[config.mk]
export PLATFORM = sky130hd
export DESIGN_NAME = tsa_ctrl
export DESIGN_NICKNAME = d
export VERILOG_FILES = /design/src/hdl/tsa_pkg.sv /design/src/hdl/tsa_ctrl.sv
export SDC_FILE = /design/constraint.sdc
export NUM_CORES = 1
export LEC_CHECK = 0
export BUFFER_PORTS_ARGS = -buffer_cell sky130_fd_sc_hd__buf_4
export CORE_AREA = 2 2 39 41
export DETAILED_ROUTE_END_ITERATION = 6
export DIE_AREA = 0 0 41 43
export SLEW_MARGIN = 20
export SYNTH_ARGS = -nofsm -noshare
export SYNTH_HDL_FRONTEND = slang
export SYNTH_SLANG_ARGS = --single-unit
[constraint.sdc]
create_clock -name clk -period 1.5 [get_ports clk]
set_clock_uncertainty 0.2 [all_clocks]
set_input_delay 0.225 -clock clk [delete_from_list [all_inputs] [get_ports clk]]
set_output_delay 0.225 -clock clk [all_outputs]
set_load 0.03 [all_outputs]
[src/hdl/tsa_pkg.sv]
// tsa_pkg: types and constants shared by the timer slot allocator
// no dependencies; used by tsa_ctrl, tsa_dpath and the top level
`timescale 1ns / 1ps
package tsa_pkg;

  // table geometry
  localparam int SLOTS  = 256;
  localparam int SLOT_W = 8;
  localparam int HEAPS  = 32;
  localparam int HEAP_W = 5;

  // field widths
  localparam int CMD_W    = 2;
  localparam int OWNER_W  = 16;
  localparam int TICKET_W = 9;
  localparam int CODE_W   = 13;
  localparam int DELAY_W  = 32;
  localparam int STATUS_W = 3;
  localparam int LEFT_W   = 4;
  localparam int CFG_W    = 5;

  // packed stream widths
  localparam int IN_DATA_W  = 72;
  localparam int OUT_DATA_W = 72;

  typedef enum logic [CMD_W-1:0] {
    CMD_ALLOC  = 2'd0,
    CMD_CANCEL = 2'd1,
    CMD_FIRE   = 2'd2
  } cmd_t;

  typedef enum logic [STATUS_W-1:0] {
    ST_OK         = 3'd0,
    ST_FULL       = 3'd1,
    ST_NOT_ACTIVE = 3'd2,
    ST_NOT_INIT   = 3'd3,
    ST_NOT_OWNER  = 3'd4,
    ST_NOT_ACKED  = 3'd5,
    ST_FIRE_EMPTY = 3'd6,
    ST_WRONG_HEAP = 3'd7
  } status_t;

  typedef enum logic {
    CFG_HEAP_INDEX  = 1'b0,
    CFG_REUSE_DELAY = 1'b1
  } cfg_idx_t;

  typedef enum logic [2:0] {
    FSM_IDLE,
    FSM_SCAN,
    FSM_LOOK,
    FSM_CHECK,
    FSM_DONE
  } fsm_t;

  // controller to datapath
  typedef struct packed {
    logic start;
    logic scan_en;
    logic look_en;
    logic check_en;
    logic load_out;
  } ctrl_cmd_t;

  // datapath to controller
  typedef struct packed {
    logic scan_done;
  } dpath_sts_t;

endpackage

[src/hdl/tsa_ctrl.sv]
// tsa_ctrl: sequencing state machine of the timer slot allocator
// depends on tsa_pkg
`timescale 1ns / 1ps
module tsa_ctrl (
  input  logic                        clk,
  input  logic                        rst_n,
  input  logic                        in_valid,
  input  logic [tsa_pkg::CMD_W-1:0]   in_cmd,
  output logic                        in_ready,
  input  logic                        out_ready,
  output logic                        out_valid,
  output tsa_pkg::ctrl_cmd_t          cmd,
  input  tsa_pkg::dpath_sts_t         sts
);

  tsa_pkg::fsm_t state_r, state_nxt;
  logic          out_valid_r, out_valid_nxt;
  logic          out_free;

  assign out_free = !out_valid_r || out_ready;

  // state and result-valid registers
  always_ff @(posedge clk) begin
    if (!rst_n) begin
      state_r     <= tsa_pkg::FSM_IDLE;
      out_valid_r <= 1'b0;
    end else begin
      state_r     <= state_nxt;
      out_valid_r <= out_valid_nxt;
    end
  end

  // next state and commands
  always_comb begin
    state_nxt = state_r;
    cmd       = '0;
    in_ready  = 1'b0;
    unique case (state_r)
      tsa_pkg::FSM_IDLE: begin
        in_ready = 1'b1;
        if (in_valid) begin
          cmd.start = 1'b1;
          if (in_cmd == tsa_pkg::CMD_ALLOC) begin
            state_nxt = tsa_pkg::FSM_SCAN;
          end else begin
            state_nxt = tsa_pkg::FSM_LOOK;
          end
        end
      end
      tsa_pkg::FSM_SCAN: begin
        cmd.scan_en = 1'b1;
        if (sts.scan_done) begin
          state_nxt = tsa_pkg::FSM_DONE;
        end
      end
      tsa_pkg::FSM_LOOK: begin
        cmd.look_en = 1'b1;
        state_nxt   = tsa_pkg::FSM_CHECK;
      end
      tsa_pkg::FSM_CHECK: begin
        cmd.check_en = 1'b1;
        state_nxt    = tsa_pkg::FSM_DONE;
      end
      tsa_pkg::FSM_DONE: begin
        if (out_free) begin
          cmd.load_out = 1'b1;
          state_nxt    = tsa_pkg::FSM_IDLE;
        end
      end
      default: begin
        state_nxt = tsa_pkg::FSM_IDLE;
      end
    endcase
  end

  // result transaction handshake
  always_comb begin
    if (cmd.load_out) begin
      out_valid_nxt = 1'b1;
    end else if (out_ready) begin
      out_valid_nxt = 1'b0;
    end else begin
      out_valid_nxt = out_valid_r;
    end
  end

  assign out_valid = out_valid_r;

endmodule

# ---- Word-level counts from Yosys, hierarchy flattened
# Index checks and enable logic that the tools add are counted.
dict set report word_totals {
  wordCells 30
  inputBits 7
  out_inout_bits 7
  ff_bits 4
}
dict set report classes {
  reduce_logical 6
  eq_ne 7
  n_mux 15
}
# operator n
set ops {}
lappend ops {{$pmux 3 s5} 1}
lappend ops {{$mux 1} 10}
lappend ops {{$mux 3} 3}
lappend ops {{$eq 3x2->1 const B} 2}
lappend ops {{$ne 2x2->1 const B} 3}
lappend ops {{$eq 3x1->1 const B} 1}
lappend ops {{$eq 3x3->1 const B} 1}
lappend ops {{$logic_not 3->1} 1}
lappend ops {{$reduce_and 3->1} 1}
lappend ops {{$logic_not 2->1} 1}
lappend ops {{$mux 2} 1}
lappend ops {{$reduce_bool 2->1} 1}
lappend ops {{$logic_not 1->1} 1}
lappend ops {{$logic_or 1x1->1} 1}

# ---- Longest topological paths before layout
# Gate-level depths: netlist of the first run.
dict set report logic_depth {
  depth_word 5
  mapped_depth 3
}

# ---- Worst setup path after synthesis of the first run
# OpenSTA, ideal clock, no wires.
dict set report synth_path {
  path_type {reg2out}
  start {register state_r[1]}
  end {output port cmd[4] (netlist bit)}
  t_arrival_ns 1.495
  path_stages_with_launch 3
  slack_ns -0.420
  path_buffers 0
  cell_sequence {dfxtp_1 > nor3_1 > and2_1}
}
# element line_no
set synth_lines {}
lappend synth_lines {{from (decl)} tsa_ctrl.sv:16} ;# tsa_pkg::fsm_t state_r, state_nxt;
lappend synth_lines {{from (signal assigned)} tsa_ctrl.sv:25} ;# state_r <= tsa_pkg::FSM_IDLE;
lappend synth_lines {{from (signal assigned)} tsa_ctrl.sv:28} ;# state_r <= state_nxt;
lappend synth_lines {{to (decl)} tsa_ctrl.sv:12} ;# output tsa_pkg::ctrl_cmd_t cmd,

==> results of run 1 <==
-- worst max-delay path by stage --
| stage | startpoint | endpoint | slack [ns] |
|---|---|---|---|
| after global routing | state_r[0]$_SDFFE_PN0P_ | cmd[0] | -0.15 |
| after detailed placement | state_r[2]$_SDFFE_PN0P_ | cmd[0] | 0.08 |
| final | state_r[0]$_SDFFE_PN0P_ | cmd[0] | -0.12 |
| after floorplan | state_r[2]$_SDFFE_PN0P_ | cmd[0] | -0.01 |
| after global placement | state_r[2]$_SDFFE_PN0P_ | cmd[0] | 0.09 |
| after CTS | state_r[0]$_SDFFE_PN0P_ | cmd[0] | -0.15 |
-- power by group through the flow --
| stage | clock network [mW] | registers [mW] | logic, mW |
|---|---|---|---|
| after floorplan | 0 | 0.134 | 0.0835 |
| after global placement | 0 | 0.122 | 0.156 |
| after detailed placement | 0 | 0.122 | 0.157 |
| after CTS | 0.139 | 0.121 | 0.173 |
| after global routing | 0.146 | 0.123 | 0.219 |
| final | 0.130 | 0.122 | 0.204 |
-- flip-flops by register name, indices dropped and copies added (netlist names) --
register	flops
out_valid	1
state_r	3
-- placed cells by master (no fill, tap or decap), drive strengths merged --
master and count:
o21ai 1, nor2b 1, buf 19, nor3 2, o21a 1, nand3b 1
and2 1, clkbuf 3, a2111oi 1, or3b 2, dfxtp 4, a211oi 1
nor2 4, a21oi 1, nand2b 3, inv 2, o32ai 1
-- per-layer routing --
| metal | global-route usage [%] | part of all wire (%) | up-vias |
|---|---|---|---|
| li1 | - | - | 138 |
| met1 | 10.4 | 43 | 113 |
| met2 | 9.06 | 47 | 12 |
| met3 | 3.14 | 9.8 | 0 |
| met4 | 6.00 | 0 | 0 |
| met5 | 0 | 0 | - |
-- final cells by class --
| cell class | count | area [sq um] | share of cell area (%) |
|---|---|---|---|
| repair buffers | 19 | 169 | 34.3 |
| flip-flops and latches | 4 | 82.6 | 16.8 |
| multi-input cells | 20 | 191 | 38.8 |
| clock buffers | 3 | 22.5 | 4.57 |
| inverters | 2 | 7.51 | 1.52 |
| well taps | 16 | 20.0 | 4.06 |
-- worst max-delay path: stages (launching register included) --
cell	delay [ns]
dfxtp_2	0.31
or3b_4	0.41
nor2b_4	0.12
buf_6	0.13
-- cell families (layout without fill, tap and decap cells) --
| logic type | after synthesis | count (layout) | share of synthesized area [%] |
|---|---|---|---|
| compound gates | 6 | 6 | 22.7 |
| buf+inv | 3 | 24 | 6.49 |
| flops | 4 | 4 | 34.6 |
| simple gates | 14 | 14 | 36.2 |
-- metrics by stage --
stage | hold WS (ns) | area (sq um)
2_1_floorplan | 0.171 | 248
3_3_place_gp | 0.317 | 380
3_5_place_dp | 0.305 | 380
4_1_cts | 0.0735 | 433
5_1_grt | 0.0756 | 493
6_report | 0.0711 | 493
-- timing repair --
item,CTS,global route
setup buffers,1,2
pin swaps,4,2
setup endpoints to repair,6,6
hold buffers,0,0
resized for setup,6,13
==> run metrics, run 1 <==
CTS Sinks=4; worst setup margin=-0.116 ns; final core utilization=35.6%; num ports=14; routed wire length=603 um; Clk Latency, worst-skew pair=0.23 ns; asr flop ratio synth=0%; Clk pin slew, worst setup/hold paths=0.03 ns; fin cells=64; Row Count=14; Fin. Hold Viols=0; PortBufs=13; Overall Power=457 uW; Final min period=1.62 ns; first-pass GRT wire length=869 um; Reg2Reg Setup Slack=0.22 ns; CTS HTree Levels=1; Max-Cap Viols=0; f_max=0.619 GHz; Net Switching=150 uW; EDFF count, synth=0; PwrDens=926 nW/um^2; Cell variety after synth=17; vias=263; Syn Nets=34; sequential area share after synthesis=34.6%; GR Overflow Total=0; part of the power in registers=26.7%; DRT iter0 DRCs=2; pre-CTS setup slack=0.0809 ns; worst r2r src=state_r[2]$_SDFFE_PN0P_; switching share of power=32.9%; DR pass1 iterations=2; Syn Std Cell Area=231 sq um; Worst setup EP type=output port; Detail Route Antenna Nets=0; Via-to-Cell Ratio=4.11; Data arrival, critical path=1.19 ns; starting density of the core=16.7%; WL per Instance=9.42 um; fill count=150; worst-case reg-to-reg path depth=4; largest net degree at the start of global routing=7; Pins Over Slew Limit=0; synth warn=0; outcome=finished with violations; CTS root buf=clkbuf_4; total negative slack=-0.218 ns; Crit Path Class=reg2out; gr usage total=7.65%; Max VDD drop=0.390 mV; Most used DFF post-synth=dfxtp_1; #FFs+latches synth=4; Max Buffers Root-to-Sink=2; hold path cells=3; failing checks=setup timing; Synth top cells by count=4 x dfxtp_1, 4 x nor2_1, 3 x nand2b_1; area added between synthesis and finish=113%; fin crit share=108%; Comb pwr share=44.7%; CP Launch Type=flip-flop; sink of the worst hold path=state_r[0]$_SDFFE_PN0P_; placer's final routability congestion estimate=0.695; TritonCTS Buffers=3; post-synth top area share=34.6%; area leader, netlist=dfxtp_1; share of layout cells above drive strength 1=72.9%; Hold/Removal Path Class=in2reg; Hold Path Origin=rst_n; Final HPWL DP=462 um; leakage power=0.211 nW; # diodes=0; Worst Path Required=1.07 ns; core area=1380 sq um; main area contributors after synthesis=dfxtp_1 35%, nand2b_1 8.1%, nor2_1 6.5%; placed cell count=58; antenna violations before repair=0; Die H=43 um; maximum fanout along the worst path=2; Int Pwr=306 uW; Post-Syn Area per Cell=8.57 sq um; die width=41 um; FF-to-FF End=state_r[2]$_SDFFE_PN0P_; clock share of power=28.5%; CTS tree=built; cell count after synthesis=27; final-stage net count=57; slew margin rel.=79.6%; post-route DRC violation count=0; slew at the pin with the worst max-slew slack=0.306 ns; Setup Viol. Count Final=2; vias in the first global route=216; die area=1760 sq um; setup repair after global routing missed its margin=true
Note: power is estimated with default switching activity, not from simulation.
==> run 2, diff against run 1 <==
Settings changed: GPL_ROUTABILITY_DRIVEN set to 0, SETUP_SLACK_MARGIN set to 0.05.
==> run 2 against run 1 <==
Net effect:
- the run still ends with setup timing left
- clock power about the same
- worst hold slack got worse by 0.0011 ns
- flip-flop and latch count is the same
- sequential share of layout area stayed put
- final cell count stayed put
- non-clock buffer count did not move
- die area unchanged
- register-to-register slack barely moved
- design area unchanged
- worst setup slack about the same
- critical path depth unchanged
- count of clock-buffer cells in the layout is the same
- critical endpoint unchanged
==> run metrics, run 2 (same netlist as run 1, synthesis figures left out) <==
outcome=finished with violations; failing checks=setup timing; most frequent cells in the layout=12 x buf_4, 7 x buf_6, 3 x clkbuf_4; fin cells=64 (unchanged); DP Area=380 sq um (unchanged); Worst Path Required=1.07 ns (about the same); Worst path slowest cell=or3b_4; Fin. Hold Viols=0 (unchanged); final-stage net count=57 (unchanged); CTS HTree Levels=1 (unchanged); CTS Sinks=4 (unchanged); Cell Chain, Critical Path=or3b_4 > nor2b_4 > buf_6; met3 routed WL=59 um (unchanged); TritonCTS Buffers=3 (unchanged); Max Buffers Root-to-Sink=2 (unchanged); kind of cell adding the most delay to the critical path=simple AND/OR/NAND/NOR gates; CP Launch Type=flip-flop; Row Count=14 (unchanged); Max-Cap Viols=0 (unchanged); Worst setup EP type=output port; Final min period=1.62 ns (-0.000206 ns); pre-CTS setup slack=0.0809 ns (unchanged); starting density of the core=16.7% (unchanged); GR Overflow Total=0 (unchanged); fin crit share=108% (about the same); PwrDens=926 nW/um^2 (about the same); # diodes=0 (unchanged); final instance area=493 sq um (unchanged); share of layout cells above drive strength 1=72.9% (unchanged); final core utilization=35.6% (unchanged); Setup Viol. Count Final=2 (unchanged); leakage power=0.211 nW (unchanged); WL per Instance=9.42 um (unchanged); f_max=0.619 GHz (about the same); CTS root buf=clkbuf_4; Hold/Removal Path Class=in2reg; routed wl met2=285 um (+0.35%); placed cell count=58 (unchanged); core area=1380 sq um (unchanged); DR top layer=met3; Final HPWL DP=462 um (unchanged); routed metal-1 wire length=259 um (unchanged); CP peak stage delay=0.41 ns (about the same); largest net degree at the start of global routing=7 (unchanged); Clk pin slew, worst setup/hold paths=0.03 ns (about the same); CTS tree=built; Clk Latency, worst-skew pair=0.23 ns (about the same); minimum hold slack=0.0700 ns (-0.00115 ns); die width=41 um (unchanged); Max VDD drop=0.390 mV (+0.21%); Overall Power=457 uW (about the same); antenna violations before repair=0 (unchanged); area added between synthesis and finish=113% (unchanged); first-pass GRT wire length=910 um (+4.7%); vias in the first global route=228 (+5.6%); die area=1760 sq um (unchanged); Pins Over Slew Limit=0 (unchanged); Largest register FFs=3 (unchanged); vias=266 (+1.1%); slew margin rel.=79.5% (about the same); CTS Hold Bufs=0 (unchanged); num ports=14 (unchanged); slew at the pin with the worst max-slew slack=0.306 ns (+0.000824 ns); leading cell type in the layout, fill and taps excluded=buf_4; DRT iter0 DRCs=2 (unchanged); Data arrival, critical path=1.19 ns (about the same); total negative slack=-0.218 ns (+0.000427 ns); routed wire length=603 um (unchanged); Crit Path Class=reg2out; DR pass1 iterations=2 (unchanged); worst setup margin=-0.116 ns (+0.000206 ns); setup repair after global routing missed its margin=true; Detail Route Antenna Nets=0 (unchanged); Largest Register=state_r; worst path bufs/invs=1 (unchanged); PortBufs=13 (unchanged); post-route DRC violation count=0 (unchanged); maximum fanout along the worst path=2 (unchanged); Die H=43 um (unchanged); gr usage total=7.95% (+0.30 points); Via-to-Cell Ratio=4.16 (+1.1%)
[run 2: cell counts in the layout (fill, tap and decap cells not counted)]
No cell type changed its count.
[run 2: worst reg2reg max path, cell delays in order, from the launching register on]
cell	delay, ns
dfxtp_1	0.30
buf_4	0.16
nand2b_4	0.17
buf_4	0.14
o32ai_1	0.23
[run 2: where the power goes]
part	total, mW	switching, mW	internal, mW	leakage, nW
combinational	0.204	0.104	0.0998	0.164
sequential	0.122	0.00520	0.117	0.0334
clock	0.130	0.0409	0.0893	0.0138
[run 2: area by class of cell]
cell class / count / area [sq um]
Sequential cell: 4 / 82.6
Timing Repair Buffer: 19 / 169
Inverter: 2 / 7.51
Tap cell: 16 / 20.0
Clock buffer: 3 / 22.5
Multi-Input combinational cell: 20 / 191
Fill cell: 152 / 891
[run 2: metal layers]
layer	global-route usage, %	vias to the layer above
met5	0	-
met4	6.00	0
met3	3.14	0
met2	10.0	12
met1	10.4	117
li1	-	137
[run 2: what timing repair did]
action                     in CTS  in global routing
gates resized for setup         9                 10
setup buffers                   2                  1
cloned                          0                  0
setup endpoints to repair       6                  6
pin swaps                       4                  2
[run 2: worst paths after layout]
path / endpoint / depth (start not counted) / start / slack (ns)
worst max-delay path: cmd[0] / 3 / state_r[0]$_SDFFE_PN0P_ / -0.12
worst min-delay path: state_r[0]$_SDFFE_PN0P_ / 3 / rst_n / 0.07
worst max register to register: state_r[2]$_SDFFE_PN0P_ / 4 / state_r[2]$_SDFFE_PN0P_ / 0.22
worst min register to register: state_r[2]$_SDFFE_PN0P_ / 2 / out_valid$_SDFFE_PN0P_ / 0.32
==> run 3, diff against run 2 <==
Settings changed: CELL_PAD_IN_SITES_DETAIL_PLACEMENT set to 1, CELL_PAD_IN_SITES_GLOBAL_PLACEMENT set to 1, PLACE_DENSITY_LB_ADDON set to 0.1, SETUP_SLACK_MARGIN 0.05 to 0.1.
==> run 3 against run 2 <==
Net effect:
- the flow still finishes with violations (setup timing)
- sequential power barely moved
- global-route usage rose by 3.4 points
- utilization rose by 0.36 points
- first-iteration DRC count fell by 50%
- final cell count rose by 3.1%
- count of clock-buffer cells in the layout rose by 1
==> run metrics, run 3 (same netlist as run 1, synthesis figures left out) <==
outcome=finished with violations; failing checks=setup timing; routed wl met2=384 um (+35%); Worst path slowest cell=or3b_4; Worst Path Required=1.07 ns (about the same); setup repair after global routing missed its margin=true; leakage power=0.213 nW (+0.71%); first-pass GRT wire length=1240 um (+36%); area added between synthesis and finish=115%; Hold/Removal Path Class=in2reg; CP peak stage delay=0.39 ns (-0.02 ns); Crit Path Class=reg2out; core area=1380 sq um (unchanged); kind of cell adding the most delay to the critical path=simple AND/OR/NAND/NOR gates; GR Overflow Total=0 (unchanged); Largest register FFs=3 (unchanged); pre-CTS setup slack=0.0845 ns (+0.00362 ns); area of the multi-input gates=185 sq um (-3.3%); largest net degree at the start of global routing=7 (unchanged); fill count=170 (+12%); num ports=14 (unchanged); final-stage net count=58 (+1.8%); CTS root buf=clkbuf_4; Row Count=14 (unchanged); Max-Cap Viols=0 (unchanged); die area=1760 sq um (unchanged); worst path bufs/invs=1 (unchanged); Cell Chain, Critical Path=or3b_4 > nor2b_1 > buf_4; Final HPWL DP=590 um (+28%); Fin. Hold Viols=0 (unchanged); met3 routed WL=64 um (+8.5%); maximum fanout along the worst path=2 (unchanged); final core utilization=36.0% (+0.36 points); Via-to-Cell Ratio=4.24 (+2.1%); leading cell type in the layout, fill and taps excluded=buf_4; Max Buffers Root-to-Sink=2 (unchanged); CTS HTree Levels=1 (unchanged); routed wire length=775 um (+29%); Largest Register=state_r; vias=280 (+5.3%); PortBufs=13 (unchanged); CTS Sinks=4 (unchanged); routed metal-1 wire length=301 um (+16%); post-route DRC violation count=0 (unchanged); Clk pin slew, worst setup/hold paths=0.05 ns (+0.02 ns); Overall Power=487 uW (+6.7%); Data arrival, critical path=1.23 ns (+0.04 ns); DRT iter0 DRCs=1 (-1); antenna violations before repair=0 (unchanged); slew margin rel.=80.1% (+0.54 points); gr usage total=11.4% (+3.4 points); Pins Over Slew Limit=0 (unchanged); Die H=43 um (unchanged); TritonCTS Buffers=3 (unchanged); DR pass1 iterations=4 (+2); # diodes=0 (unchanged); Max VDD drop=0.344 mV (-12%); most frequent cells in the layout=14 x buf_4, 6 x buf_6, 3 x clkbuf_4; vias in the first global route=298 (+31%); worst setup margin=-0.152 ns (-0.0356 ns); Worst setup EP type=output port; die width=41 um (unchanged); starting density of the core=16.7% (unchanged); DR top layer=met4; f_max=0.605 GHz (-2.2%); Setup Viol. Count Final=4 (+2); Clk Latency, worst-skew pair=0.25 ns (+0.02 ns); Final min period=1.65 ns (+0.0356 ns); DP Area=388 sq um (+2.0%); CTS tree=built; WL per Instance=11.7 um (+25%); Reg area=86.3 sq um (+4.5%); Detail Route Antenna Nets=0 (unchanged); PwrDens=978 nW/um^2 (+5.6%); CP Launch Type=flip-flop; fin crit share=110% (+2.4 points); share of layout cells above drive strength 1=74.0% (+1.1 points); final instance area=498 sq um (+1.0%); slew at the pin with the worst max-slew slack=0.298 ns (-0.00803 ns)
## run 3: tightest hold or removal path, cell delays in order
cell and delay [ns]:
buf_4 0.12, nand2b_1 0.08, a211oi_2 0.04
## run 3: timing repair
item,in CTS,in global routing
setup buffers,2,2
hold buffers,0,0
pin swaps,0,1
endpoints found under the hold margin,0,0
endpoints found under the setup margin,6,7
resized for setup,11,3
## run 3: metal layers
layer | vias to the layer above | track usage, %
met5 | - | 0
met3 | 4 | 6.28
met2 | 11 | 16.9
li1 | 142 | -
met4 | 0 | 8.00
met1 | 123 | 11.3
## run 3: area by class of cell
class                      count  share of cell area (%)
inverter                       2                    1.51
multi-input combinational     20                    37.2
sequential                     4                    17.3
clock buffer                   4                    5.28
timing repair buffer          20                    34.7
tap                           16                    4.02
## run 3: path summary, 6_finish.rpt
path / startpoint / endpoint / slack [ns] / cells past startpoint
worst max register to register: state_r[2]$_SDFFE_PN0P_ / state_r[2]$_SDFFE_PN0P_ / 0.16 / 4
worst min-delay path: rst_n / state_r[0]$_SDFFE_PN0P_ / 0.05 / 3
worst min register to register: out_valid$_SDFFE_PN0P_ / out_valid$_SDFFE_PN0P_ / 0.31 / 2
worst max-delay path: state_r[1]$_SDFFE_PN0P_ / cmd[0] / -0.15 / 3
## run 3: power breakdown
| group | internal, mW | total (mW) | switching (mW) |
|---|---|---|---|
| registers | 0.116 | 0.122 | 0.00628 |
| logic | 0.103 | 0.207 | 0.105 |
| clock network | 0.101 | 0.157 | 0.0564 |
## run 3: through the flow
step | std cells | hold slack [ns] | TNS [ns]
2_1_floorplan | 27 | 0.163 | 0
3_3_place_gp | 58 | 0.298 | 0
3_5_place_dp | 58 | 0.307 | 0
4_1_cts | 64 | 0.0521 | -0.449
5_1_grt | 66 | 0.0517 | -0.552
6_report | 66 | 0.0515 | -0.317
